--- config.mk ---
export PLATFORM = sky130hd
export DESIGN_NAME = windowed_call_detect_line_switch
export DESIGN_NICKNAME = d
export VERILOG_FILES = /design/src/design/wcdls_pkg.sv /design/src/design/wcdls_call_fsm.sv /design/src/design/windowed_call_detect_line_switch.sv
export VERILOG_INCLUDE_DIRS = /design/src /design/src/design
export SDC_FILE = /design/constraint.sdc
export NUM_CORES = 1
export LEC_CHECK = 0
export BUFFER_PORTS_ARGS = -buffer_cell sky130_fd_sc_hd__buf_2
export CORE_MARGIN = 2
export CORE_UTILIZATION = 50
export CTS_CLUSTER_DIAMETER = 30
export DETAILED_ROUTE_END_ITERATION = 8
export HOLD_SLACK_MARGIN = 0.05
export PLACE_DENSITY = 0.77
export SKIP_LAST_GASP = 1
export SLEW_MARGIN = 0
export SYNTH_ARGS = -nofsm -noshare
export SYNTH_HDL_FRONTEND = slang
export SYNTH_SLANG_ARGS = --single-unit
--- constraint.sdc ---
create_clock -name clk -period 4.8 [get_ports clk]
set_input_delay 0.24 -clock clk [delete_from_list [all_inputs] [get_ports clk]]
set_output_delay 0.24 -clock clk [all_outputs]
set_load 0.005 [all_outputs]
--- src/design/assert_macros.svh ---
// Assertion macros shared by the call detector RTL.
// Each macro checks on the rising edge of clk and is disabled while rst_n is low.
`ifndef ASSERT_MACROS_SVH
`define ASSERT_MACROS_SVH

// Same-cycle implication: when ante holds, cons must hold on the same edge.
`define WCD_ASSERT_SAME(label, ante, cons, msg) \
  label: assert property (@(posedge clk) disable iff (!rst_n) (ante) |-> (cons)) \
    else $error(msg);

// Next-cycle implication: when ante holds, cons must hold on the next edge.
`define WCD_ASSERT_NEXT(label, ante, cons, msg) \
  label: assert property (@(posedge clk) disable iff (!rst_n) (ante) |=> (cons)) \
    else $error(msg);

`endif

--- src/design/wcdls_pkg.sv ---
// Shared types, codes and constants for the windowed call detector and line switch.
// No dependencies; used by wcdls_call_fsm and the top level.
package wcdls_pkg;

  localparam int CNT_W       = 16;
  localparam int CFG_IDX_W   = 8;
  localparam int IN_TDATA_W  = 8;
  localparam int OUT_TDATA_W = 16;
  localparam int RELAY_W     = 3;

  // Configuration register indexes
  localparam logic [CFG_IDX_W-1:0] CFG_WINDOW_LAST    = 8'd0;
  localparam logic [CFG_IDX_W-1:0] CFG_CALL_THRESHOLD = 8'd1;

  // Configuration reset values
  localparam logic [CNT_W-1:0] WINDOW_LAST_RST = 16'd2499;
  localparam logic [CNT_W-1:0] CALL_THRESH_RST = 16'd100;
  localparam logic [CNT_W-1:0] CNT_MAX         = 16'hFFFF;

  // Relay patterns: bit0 plus select, bit1 line 1 minus, bit2 line 2 minus
  localparam logic [RELAY_W-1:0] RELAY_OPEN  = 3'b000;
  localparam logic [RELAY_W-1:0] RELAY_LINE1 = 3'b010;
  localparam logic [RELAY_W-1:0] RELAY_LINE2 = 3'b101;

  typedef enum logic [1:0] {
    MODE_IDLE  = 2'd0,
    MODE_LINE1 = 2'd1,
    MODE_LINE2 = 2'd2
  } call_mode_t;

  // Per-tick facts handed to the call state machine
  typedef struct packed {
    logic tick;        // a transaction is accepted this cycle
    logic wend;        // this tick is the last of the window
    logic k2;
    logic k3;
    logic line1_zero;
    logic line2_zero;
    logic line1_over;
    logic line2_over;
  } decide_in_t;

  // State after the tick plus the report flags
  typedef struct packed {
    call_mode_t           mode;
    logic [RELAY_W-1:0]   relay;
    logic                 video_one;
    logic                 video_two;
    logic                 report_valid;
    logic                 report_byte;
  } decide_out_t;

  // Increment, holding at the top of the range
  function automatic logic [CNT_W-1:0] sat_inc(input logic [CNT_W-1:0] v);
    logic [CNT_W-1:0] r;
    r = (v == CNT_MAX) ? CNT_MAX : v + 1'b1;
    return r;
  endfunction

endpackage

--- src/design/wcdls_call_fsm.sv ---
// Three-state call machine (idle, line 1, line 2) with relay and video switch state.
// Depends on wcdls_pkg for the mode enum, relay codes and the decide structs.
module wcdls_call_fsm (
  input  logic                     clk,
  input  logic                     rst_n,
  input  wcdls_pkg::decide_in_t    dec_i,
  output wcdls_pkg::decide_out_t   dec_o
);
  import wcdls_pkg::*;

  call_mode_t         mode_r, mode_nxt;
  logic [RELAY_W-1:0] relay_r, relay_nxt;
  logic               video_one_r, video_one_nxt;
  logic               video_two_r, video_two_nxt;
  logic               rep_valid, rep_byte;

  // Hold state unless the window closes on an accepted tick
  always_comb begin
    mode_nxt      = mode_r;
    relay_nxt     = relay_r;
    video_one_nxt = video_one_r;
    video_two_nxt = video_two_r;
    rep_valid     = 1'b0;
    rep_byte      = 1'b0;
    if (dec_i.tick && dec_i.wend) begin
      unique case (mode_r)
        MODE_LINE1: begin
          if (dec_i.line1_zero) begin
            mode_nxt  = MODE_IDLE;
            relay_nxt = RELAY_OPEN;
          end
        end
        MODE_LINE2: begin
          if (dec_i.line2_zero) begin
            mode_nxt      = MODE_IDLE;
            relay_nxt     = RELAY_OPEN;
            video_two_nxt = 1'b0;
          end
        end
        default: begin
          // idle, and the unused code treated the same
          if (dec_i.k2) video_one_nxt = 1'b1;
          if (dec_i.line1_over) begin
            mode_nxt  = MODE_LINE1;
            relay_nxt = RELAY_LINE1;
          end else if (dec_i.line2_over) begin
            mode_nxt  = MODE_LINE2;
            relay_nxt = RELAY_LINE2;
            if (dec_i.k3) begin
              video_one_nxt = 1'b0;
              video_two_nxt = 1'b1;
            end
            rep_valid = 1'b1;
            rep_byte  = dec_i.k3;
          end
        end
      endcase
    end
  end

  // State register
  always_ff @(posedge clk) begin
    if (!rst_n) begin
      mode_r      <= MODE_IDLE;
      relay_r     <= RELAY_OPEN;
      video_one_r <= 1'b0;
      video_two_r <= 1'b0;
    end else begin
      mode_r      <= mode_nxt;
      relay_r     <= relay_nxt;
      video_one_r <= video_one_nxt;
      video_two_r <= video_two_nxt;
    end
  end

  assign dec_o.mode         = mode_nxt;
  assign dec_o.relay        = relay_nxt;
  assign dec_o.video_one    = video_one_nxt;
  assign dec_o.video_two    = video_two_nxt;
  assign dec_o.report_valid = rep_valid;
  assign dec_o.report_byte  = rep_byte;

endmodule

--- src/design/windowed_call_detect_line_switch.sv ---
// Windowed call detector and line switch. Each input transaction is one sampling
// tick and yields exactly one result transaction, one tick per clock cycle: the
// window and line counters, the threshold compare and the call state machine all
// update in the cycle a tick is accepted, and the result lands in a single output
// register. in_tready stays high while that register is empty or being drained, so
// ticks stream without gaps; a stalled output holds one result and stops input.
// Configuration writes are always ready and take effect on the next tick.
// Depends on wcdls_pkg, wcdls_call_fsm and assert_macros.svh.
`include "assert_macros.svh"

module windowed_call_detect_line_switch (
  input  logic                                clk,
  input  logic                                rst_n,
  // input ticks
  input  logic                                in_tvalid,
  output logic                                in_tready,
  // [0] line1_active, [1] line2_active, [2] jumper_two_set, [3] jumper_three_set
  input  logic [wcdls_pkg::IN_TDATA_W-1:0]    in_tdata,
  // results
  output logic                                out_tvalid,
  input  logic                                out_tready,
  // [2:0] line_switch, [3] video_one_on, [4] video_two_on, [6:5] call_mode,
  // [7] report_valid, [8] report_byte, [9] window_end, [15:10] zero
  output logic [wcdls_pkg::OUT_TDATA_W-1:0]   out_tdata,
  // configuration writes
  input  logic                                cfg_valid,
  output logic                                cfg_ready,
  input  logic [wcdls_pkg::CFG_IDX_W-1:0]     cfg_index,
  input  logic [wcdls_pkg::CNT_W-1:0]         cfg_data
);
  import wcdls_pkg::*;

  logic [CNT_W-1:0] window_last_r, call_thresh_r;
  logic [CNT_W-1:0] win_r, win_nxt;
  logic [CNT_W-1:0] l1_r, l1_nxt, l1_inc;
  logic [CNT_W-1:0] l2_r, l2_nxt, l2_inc;
  logic             wend;
  logic             accept;
  logic             out_valid_r;
  logic [OUT_TDATA_W-1:0] out_data_r;
  decide_in_t       dec_in;
  decide_out_t      dec_out;

  assign cfg_ready = 1'b1;
  assign in_tready = !out_valid_r || out_tready;
  assign accept    = in_tvalid && in_tready;

  // Configuration registers; unknown indexes are dropped
  always_ff @(posedge clk) begin
    if (!rst_n) begin
      window_last_r <= WINDOW_LAST_RST;
      call_thresh_r <= CALL_THRESH_RST;
    end else if (cfg_valid && cfg_ready) begin
      unique case (cfg_index)
        CFG_WINDOW_LAST:    window_last_r <= cfg_data;
        CFG_CALL_THRESHOLD: call_thresh_r <= cfg_data;
        default: ;
      endcase
    end
  end

  // Count active samples, then wrap or advance the window
  always_comb begin
    l1_inc = in_tdata[0] ? sat_inc(l1_r) : l1_r;
    l2_inc = in_tdata[1] ? sat_inc(l2_r) : l2_r;
    if (win_r == window_last_r) begin
      win_nxt = '0;
      l1_nxt  = '0;
      l2_nxt  = '0;
    end else begin
      win_nxt = win_r + 1'b1;
      l1_nxt  = l1_inc;
      l2_nxt  = l2_inc;
    end
    wend = (win_nxt == window_last_r);
  end

  always_ff @(posedge clk) begin
    if (!rst_n) begin
      win_r <= '0;
      l1_r  <= '0;
      l2_r  <= '0;
    end else if (accept) begin
      win_r <= win_nxt;
      l1_r  <= l1_nxt;
      l2_r  <= l2_nxt;
    end
  end

  // Decision facts for the call machine
  assign dec_in.tick       = accept;
  assign dec_in.wend       = wend;
  assign dec_in.k2         = in_tdata[2];
  assign dec_in.k3         = in_tdata[3];
  assign dec_in.line1_zero = (l1_nxt == '0);
  assign dec_in.line2_zero = (l2_nxt == '0);
  assign dec_in.line1_over = (l1_nxt > call_thresh_r);
  assign dec_in.line2_over = (l2_nxt > call_thresh_r);

  wcdls_call_fsm u_fsm (
    .clk   (clk),
    .rst_n (rst_n),
    .dec_i (dec_in),
    .dec_o (dec_out)
  );

  // Output register: load on accept, drop once taken
  always_ff @(posedge clk) begin
    if (!rst_n) begin
      out_valid_r <= 1'b0;
    end else if (accept) begin
      out_valid_r <= 1'b1;
    end else if (out_tready) begin
      out_valid_r <= 1'b0;
    end
  end

  always_ff @(posedge clk) begin
    if (accept) begin
      out_data_r <= {6'b0, wend, dec_out.report_byte, dec_out.report_valid,
                     dec_out.mode, dec_out.video_two, dec_out.video_one, dec_out.relay};
    end
  end

  assign out_tvalid = out_valid_r;
  assign out_tdata  = out_data_r;

  // A report comes only on a window end that enters line 2 mode
  `WCD_ASSERT_SAME(a_report_line2, out_tvalid && out_tdata[7],
    out_tdata[9] && (out_tdata[6:5] == MODE_LINE2), "report without line 2 entry")
  // Relays follow the call mode: a result in line 1 mode carries the line 1 relay pattern
  `WCD_ASSERT_SAME(a_relay_mode, out_tvalid && (out_tdata[6:5] == MODE_LINE1),
    out_tdata[2:0] == RELAY_LINE1, "line 1 mode with wrong relays")
  // A tick at the window's last value restarts the window and the counts
  `WCD_ASSERT_NEXT(a_window_wrap, accept && (win_r == window_last_r),
    (win_r == '0) && (l1_r == '0) && (l2_r == '0), "window did not wrap")

endmodule
Word level (Yosys, flattened, before mapping)
Index checks and enable logic that the tools add are counted.
- add/subtract/negate cells: 3
- $lt $le $gt $ge: 2
- equality and inequality tests: 7
- multiplexer cells: 34
- bitwise operators: 2
- reductions and logical operators: 13
- operators with widths (kind ; count):
    $mux 16 ; 7
    $add 16x1->16 const B ; 3
    $eq 16x16->1 ; 2
    $eq 16x16->1 const B ; 2
    $gt 16x16->1 ; 2
    $logic_not 16->1 ; 2
    $mux 3 ; 5
    $mux 1 ; 14
    $mux 2 ; 5
    $eq 8x1->1 const B ; 1
    $logic_not 8->1 ; 1
    $pmux 3 s2 ; 1
    $reduce_or 5->1 ; 1
    $pmux 2 s2 ; 1
    $reduce_and 2->1 ; 2
    $reduce_or 4->1 ; 1
    $eq 2x1->1 const B ; 1
    $eq 2x2->1 const B ; 1
    $logic_and 1x1->1 ; 2
    $not 1->1 ; 2
    $pmux 1 s2 ; 1
    $reduce_bool 2->1 ; 1
    $reduce_or 2->1 ; 1
    $logic_not 1->1 ; 1
    $logic_or 1x1->1 ; 1
- register bits after elaboration: 98

Depth between registers and ports, before layout
Gate-level depths: netlist of the first run.
- depth in word-level cells: 9
- depth in mapped cells: 17
- mapped depth without buffers: 15

Cells and area by module
Synthesis of the first run repeated with hierarchy kept, for this count alone.
- cells, all modules: 817
- area, all modules: 6615.1 sq um
- modules (own cells, without submodules) (module ; instances ; cells each ; area an instance (sq um) ; seq. area each (sq um)):
    windowed_call_detect_line_switch ; 1 ; 768 ; 6158.4 ; 1921.8
    wcdls_call_fsm ; 1 ; 49 ; 456.7 ; 140.1

Least setup slack after synthesis of the first run
OpenSTA, ideal clock, no wires.
- path type: register to register
- start: reg win_r[12]
- end: reg out_data_r[0] (netlist: out_tdata[0]), data pin
- library setup time: 274 ps
- arrival: 3652 ps
- data required time: 4526 ps
- path slack: 874 ps
- stages on the path, launching flop included: 18
- buffers on the path: 4
- cell sequence: dfxtp_1 clkbuf_1 xnor2_1 nand4_1 nor4_1 buf_4 buf_2 buf_1 a21oi_1 ha_1 a21o_1 a21o_1 a21oi_1 or4_1 a31oi_1 nand2_1 a2111oi_4 a21oi_1
- RTL lines (element ; RTL line ; text):
    from (decl) ; windowed_call_detect_line_switch.sv:34 ; logic [CNT_W-1:0] win_r, win_nxt;
    from (signal assigned) ; windowed_call_detect_line_switch.sv:84 ; win_r <= win_nxt;
    to (signal assigned) ; windowed_call_detect_line_switch.sv:120 ; out_data_r <= {6'b0, wend, dec_out.report_byte, dec_out.report_valid,
    to (decl) ; windowed_call_detect_line_switch.sv:40 ; logic [OUT_TDATA_W-1:0] out_data_r;

==> flow_summary.json, run 1 <==
{
  "outcome": "finished, final reports clean",
  "post-route-util": 0.5515,
  "synth-warning-count": 0,
  "cts_resized": 0,
  "ys_types": 73,
  "die-area_um2": 14570,
  "reg2reg_slack_ns": 0.47,
  "yosysTopAreaCellShare": 0.2587,
  "fp.dieH_um": 120.7,
  "max_cap_viol_count": 0,
  "cp-end-kind": "register",
  "syn_area_per_cell_um2": 7.945,
  "cts_tree": "built",
  "synthToLayoutAreaGrowth_pct": 7.681,
  "netlist_top_cells_count": "nand2_1 (102), dfxtp_1 (88), a21oi_1 (86), nor2_1 (72)",
  "finalCritPeriodShare": 0.9029,
  "fin_nets": 934,
  "grt_pass1_vias": 5315,
  "cts_setup_buffers": 0,
  "synth_enable_flop_cells": 10,
  "hold_viol": 0,
  "p_leak_nw": 2.901,
  "cts_sinks": 98,
  "grt_max_degree": 60,
  "avgRoutedWirePerCell_um": 15.98,
  "fin_area_um2": 7332,
  "clockBufferDepth": 2,
  "cts_htree_levels": 3,
  "ys.flop_type": "dfxtp_1",
  "rows": 42,
  "cp_cell_sequence": "xnor2_1 -> nand4_1 -> nor4_2 -> buf_12 -> a21oi_1 -> ha_1 -> nand4_1 -> nor4_1 -> o21ai_0 -> a31oi_1 -> nand2_1 -> a2111oi_4 -> a21oi_1",
  "routed_via_density": 5.877,
  "drt-initial-drc-count": 655,
  "required_ns": 4.89,
  "setup_violations": 0,
  "maxClockFrequency_mhz": 230.7,
  "routed_wl_um": 16630,
  "dp_hpwl_um": 12160,
  "yosys.area.top_type": "dfxtp_1",
  "seq_area_frac_synth": 0.3028,
  "n_fill_cell": 1251,
  "synthArstFlopShare": 0,
  "placed_area_um2": 7027,
  "antenna_found_initial": 0,
  "setup_tns_ns": 0,
  "drtPass1Iterations": 5,
  "antenna_cells": 0,
  "pin_count": 56,
  "cts_buffers": 9,
  "grt_pass1_wl_um": 27080,
  "path_class": "reg -> reg",
  "overflow": 0,
  "relSlewSlack": 0.2616,
  "grt_usage": 0.2328,
  "io_buffer_count": 44,
  "yosysMostFrequentCell": "nand2_1",
  "cts_root_buf": "clkbuf_16",
  "finClkSkew_ns": 0.009500,
  "grt_setup_unrepaired": "no",
  "p_per_area_nw_per_um2": 231.2,
  "drc": 0,
  "ir_worst_vdd_v": 0.0001691,
  "synthCells": 857,
  "ys_top_cells_by_area": "dfxtp_1 (26%), ha_1 (6.8%), a21oi_1 (6.3%), mux2i_1 (6.2%), nand2_1 (5.6%)",
  "drive_above_1_share": 0.1052,
  "worstMarginPinSlew_ns": 1.106,
  "arrival_ns": 4.42,
  "ant_nets": 0,
  "initial_core_util": 0.5121,
  "vias": 6118,
  "hold_class": "in -> reg",
  "synthesis.area_um2": 6809,
  "slew_violations": 0,
  "cp_max_fo": 44,
  "clk_pin_slew_worst_paths_ns": 0.07,
  "fin_crit_ns": 4.334,
  "worstSetupStartpointType": "register",
  "routabilityCongestion": 0.8944,
  "hold_buffers": 0,
  "synth-seq-cells": 98,
  "core_area_um2": 13300,
  "slowest_stage": "dfxtp_1",
  "worstSkewPairLatency_ns": 0.35,
  "slowest_delay_ns": 0.59,
  "die_w_um": 120.7
}
[sequential cells by signal, indices dropped and copies added (netlist names)]
| register | cells |
|---|---|
| call_thresh_r | 16 |
| l1_r | 16 |
| l2_r | 16 |
| out_tdata | 10 |
| out_tvalid | 1 |
| u_fsm.mode_r | 2 |
| u_fsm.relay_r | 3 |
| u_fsm.video_one_r | 1 |
| u_fsm.video_two_r | 1 |
| win_r | 16 |
| window_last_r | 16 |
[stage by stage]
| stage | instances | total power [mW] | setup WS (ns) | hold WS (ns) |
|---|---|---|---|---|
| floorplan | 862 | 0.9346 | 0.8739 | 0.3651 |
| global placement | 1025 | 0.9694 | 0.6755 | 0.4519 |
| detailed placement | 1025 | 0.9720 | 0.5488 | 0.4603 |
| CTS | 1041 | 1.707 | 0.5630 | 0.1228 |
| global route | 1041 | 1.752 | 0.06797 | 0.1356 |
| finish | 1041 | 1.695 | 0.4659 | 0.1275 |
[final timing paths]
kind / cells past startpoint / endpoint / start
worst max-delay path: 13 / out_tdata[6] / win_r[3]
worst min-delay path: 3 / call_thresh_r[5] / cfg_data[5]
worst max register to register: 13 / out_tdata[6] / win_r[3]
worst min register to register: 2 / u_fsm.relay_r[0] / u_fsm.relay_r[0]
[layout by cell type, fill, tap and decap left out, types with 5 or more instances in the layout]
master and instances:
nor3_1 22, xnor2_1 42, buf_4 7, nand4_1 30
conb_1 7, nor4b_1 5, and3_1 9, nand2_1 101
a21o_1 11, a21oi_1 86, dfxtp_1 88, mux2i_1 42
xor2_1 11, and2_1 6, nor2_1 71, clkbuf_16 9
nand3_1 29, edfxtp_1 10, a211oi_1 8, and4_1 8
or3_1 10, nand2b_1 8, nor4_1 17, o21ai_0 23
or4_1 5, ha_1 37, inv_1 36, buf_2 44
o21a_1 8
[layer usage]
metal	share of wire	vias up	GRT usage
met4	0.017	0	0.07485
met2	0.43	200	0.3499
met1	0.48	2847	0.3383
li1	-	3051	-
met5	0	-	0
met3	0.072	20	0.03962
[cell families (layout without fill, tap and decap cells)]
kind of cell | count (synthesis) | after routing | synth area share
simple gates | 350 | 350 | 0.2670
compound gates | 169 | 169 | 0.1540
buf+inv | 102 | 105 | 0.06817
flops | 98 | 98 | 0.3028
xor+xnor | 55 | 55 | 0.07387
mux | 44 | 44 | 0.06505
fa+ha+maj | 37 | 37 | 0.06799
other cells | 2 | 7 | 0.001103
[worst max-delay path: cells and delay by family (launching register included)]
| kind | cells | cell delay [ns] |
|---|---|---|
| buffers and inverters | 1 | 0.27 |
| AOI/OAI and AO/OA | 5 | 1.38 |
| and+or+nand+nor | 5 | 1.28 |
| xor gates and xnor gates | 1 | 0.17 |
| DFF | 1 | 0.59 |
| adders and majority gates | 1 | 0.35 |
[final cells by class]
type                    instances  area, um^2  area share
multi-input cells             662        4319      0.5891
inverters                      37       138.9     0.01894
flip-flops and latches         98        2062      0.2812
clock inverters                 4       52.55    0.007167
clock buffers                  12       246.5     0.03362
repair buffers                 52       292.8     0.03993
well taps                     176       220.2     0.03003
[power by group]
group / switching (mW) / internal [mW]
clock network: 0.321 / 0.420
logic: 0.0712 / 0.0395
registers: 0.00766 / 0.835
total: 0.400 / 1.29
Note: power is estimated with default switching activity, not from simulation.
==> run 2, diff against run 1 <==
- REMOVE_ABC_BUFFERS: unset -> 1
==> run 2 against run 1 <==
Effect of this change:
- utilization fell by 0.19 points
- via count rose by 0.54%
- hold slack better by 0.0024 ns
- sequential cell count did not move
- clock skew decreased by 0.0021 ns
- clock power fell by 2.8%
- sequential power is essentially flat
- total power fell by 1.1%
- critical path type unchanged
- critical endpoint is now out_tdata[2]
- highest routed layer unchanged
==> flow_summary.json, run 2 (same netlist as run 1, synthesis figures left out) <==
{
  "holdWs_ns": 0.1299,
  "path_class": "reg -> reg",
  "fin_crit_ns": 4.288,
  "ir_worst_vdd_v": 0.0001660,
  "cts_root_buf": "clkbuf_16",
  "routed_wl_um": 16920,
  "antenna_found_initial": 0,
  "drive_above_1_share": 0.1019,
  "drt-initial-drc-count": 693,
  "outcome": "finished, final reports clean",
  "slew_violations": 0,
  "grt_pass1_wl_um": 27590,
  "seq_area_um2": 2062,
  "core_area_um2": 13300,
  "hold_class": "in -> reg",
  "setup_violations": 0,
  "cts_sinks": 98,
  "arrival_ns": 4.37,
  "crit_family": "simple AND/OR/NAND/NOR gates",
  "clockBufferDepth": 2,
  "drtPass1Iterations": 6,
  "path_buf_inv": 0,
  "synthToLayoutAreaGrowth_pct": 7.314,
  "cts_setup_buffers": 0,
  "avgRoutedWirePerCell_um": 16.27,
  "p_leak_nw": 2.884,
  "worstMarginPinSlew_ns": 1.236,
  "grt_setup_unrepaired": "no",
  "final_cell_mix": "nand2_1 (101), dfxtp_1 (88), a21oi_1 (86), nor2_1 (71), buf_2 (44)",
  "worstHoldPathCells": 3,
  "required_ns": 4.88,
  "rows": 42,
  "vias": 6151,
  "n_fill_cell": 1224,
  "multi_input_area_um2": 4313,
  "routed_via_density": 5.914,
  "clk_pin_slew_worst_paths_ns": 0.07,
  "r2r_cells": 12,
  "cts_htree_levels": 3,
  "r2r_start": "l2_r[5]",
  "dp_hpwl_um": 12060,
  "cp_cell_sequence": "nand4_1 -> nor3_1 -> nand3b_1 -> a21oi_1 -> ha_1 -> and3_1 -> a2111oi_0 -> o21ai_0 -> a221oi_1 -> nor3_1 -> nand4_2 -> a21oi_1",
  "cts_resized": 0,
  "grt_usage": 0.2372,
  "pre_cts_slack_ns": 0.5865,
  "worst_slack_ns": 0.5118,
  "fp.dieH_um": 120.7,
  "initial_core_util": 0.5121,
  "reg2reg_slack_ns": 0.51,
  "grt_max_degree": 50,
  "finClkSkew_ns": 0.007392,
  "max_cap_viol_count": 0,
  "grt_pass1_vias": 5395,
  "io_buffer_count": 44,
  "worstSetupStartpointType": "register",
  "slowest_stage": "a221oi_1",
  "maxClockFrequency_mhz": 233.2,
  "worstSkewPairLatency_ns": 0.36,
  "drc": 0,
  "hold_viol": 0,
  "cts_tree": "built",
  "slowest_delay_ns": 0.60,
  "cp-end-kind": "register",
  "p_per_area_nw_per_um2": 229.4,
  "reg2reg_to": "out_tdata[2]",
  "fin_nets": 933,
  "pin_count": 56,
  "routabilityCongestion": 0.8955,
  "antenna_cells": 0,
  "hp-start": "cfg_data[8]",
  "die-area_um2": 14570,
  "hold_buffers": 0,
  "cts_buffers": 9,
  "layout_commonest_cell": "nand2_1",
  "relSlewSlack": 0.1749,
  "finalCritPeriodShare": 0.8934,
  "cp_max_fo": 13,
  "die_w_um": 120.7,
  "holdPathEnd": "window_last_r[8]",
  "overflow": 0,
  "ant_nets": 0
}
[run 2: changes by cell type in the layout (fill, tap and decap cells not counted)]
cell	change
a221oi_1	+1
a221oi_2	-1
buf_4	-1
clkbuf_8	-1
clkinv_1	+1
clkinv_4	-1
clkinvlp_4	+1
[run 2: how the worst max path moves through the flow]
stage | startpoint | depth (start not counted) | to
floorplan | win_r[0] | 11 | out_tdata[0]
global placement | l2_r[5] | 12 | out_tdata[2]
detailed placement | l2_r[5] | 12 | out_tdata[2]
CTS | l2_r[5] | 12 | out_tdata[2]
global route | l2_r[5] | 12 | out_tdata[6]
finish | l2_r[5] | 12 | out_tdata[2]
[run 2: metrics by stage]
| step | total power, mW | TNS [ns] | cell area, um^2 | utilization | std cells |
|---|---|---|---|---|---|
| finish | 1.676 | 0 | 7307 | 0.5496 | 1040 |
| global route | 1.734 | 0 | 7307 | 0.5496 | 1040 |
| CTS | 1.687 | 0 | 7307 | 0.5496 | 1040 |
| detailed placement | 0.9731 | 0 | 7019 | 0.5280 | 1024 |
| global placement | 0.9714 | 0 | 7019 | 0.5280 | 1024 |
| floorplan | 0.9207 | -65.91 | 6502 | - | 797 |
[run 2: per-layer routing]
metal	track usage	share of wire	vias to the layer above
li1	-	-	3046
met1	0.3486	0.47	2846
met2	0.3566	0.43	234
met3	0.03726	0.076	25
met4	0.07049	0.021	0
met5	0	0	-
[run 2: final cells by class]
type                       instances  area share
clock buffer                      11     0.03185
clock inverter                     5    0.007534
inverter                          37     0.01901
multi-input combinational        662      0.5902
sequential                        98      0.2822
tap                              176     0.03014
timing repair buffer              51     0.03904
[run 2: power by group]
part / switching, mW / internal, mW / leakage, nW
clock network: 0.317 / 0.403 / 0.137
logic: 0.0736 / 0.0395 / 1.94
registers: 0.00801 / 0.835 / 0.811
total: 0.399 / 1.28 / 2.88
[run 2: worst register-to-register path: stages (launching register included)]
cell and delay [ns]:
dfxtp_1 0.46, nand4_1 0.26, nor3_1 0.40, nand3b_1 0.46, a21oi_1 0.38, ha_1 0.29, and3_1 0.20, a2111oi_0 0.36
o21ai_0 0.16, a221oi_1 0.60, nor3_1 0.17, nand4_2 0.21, a21oi_1 0.09
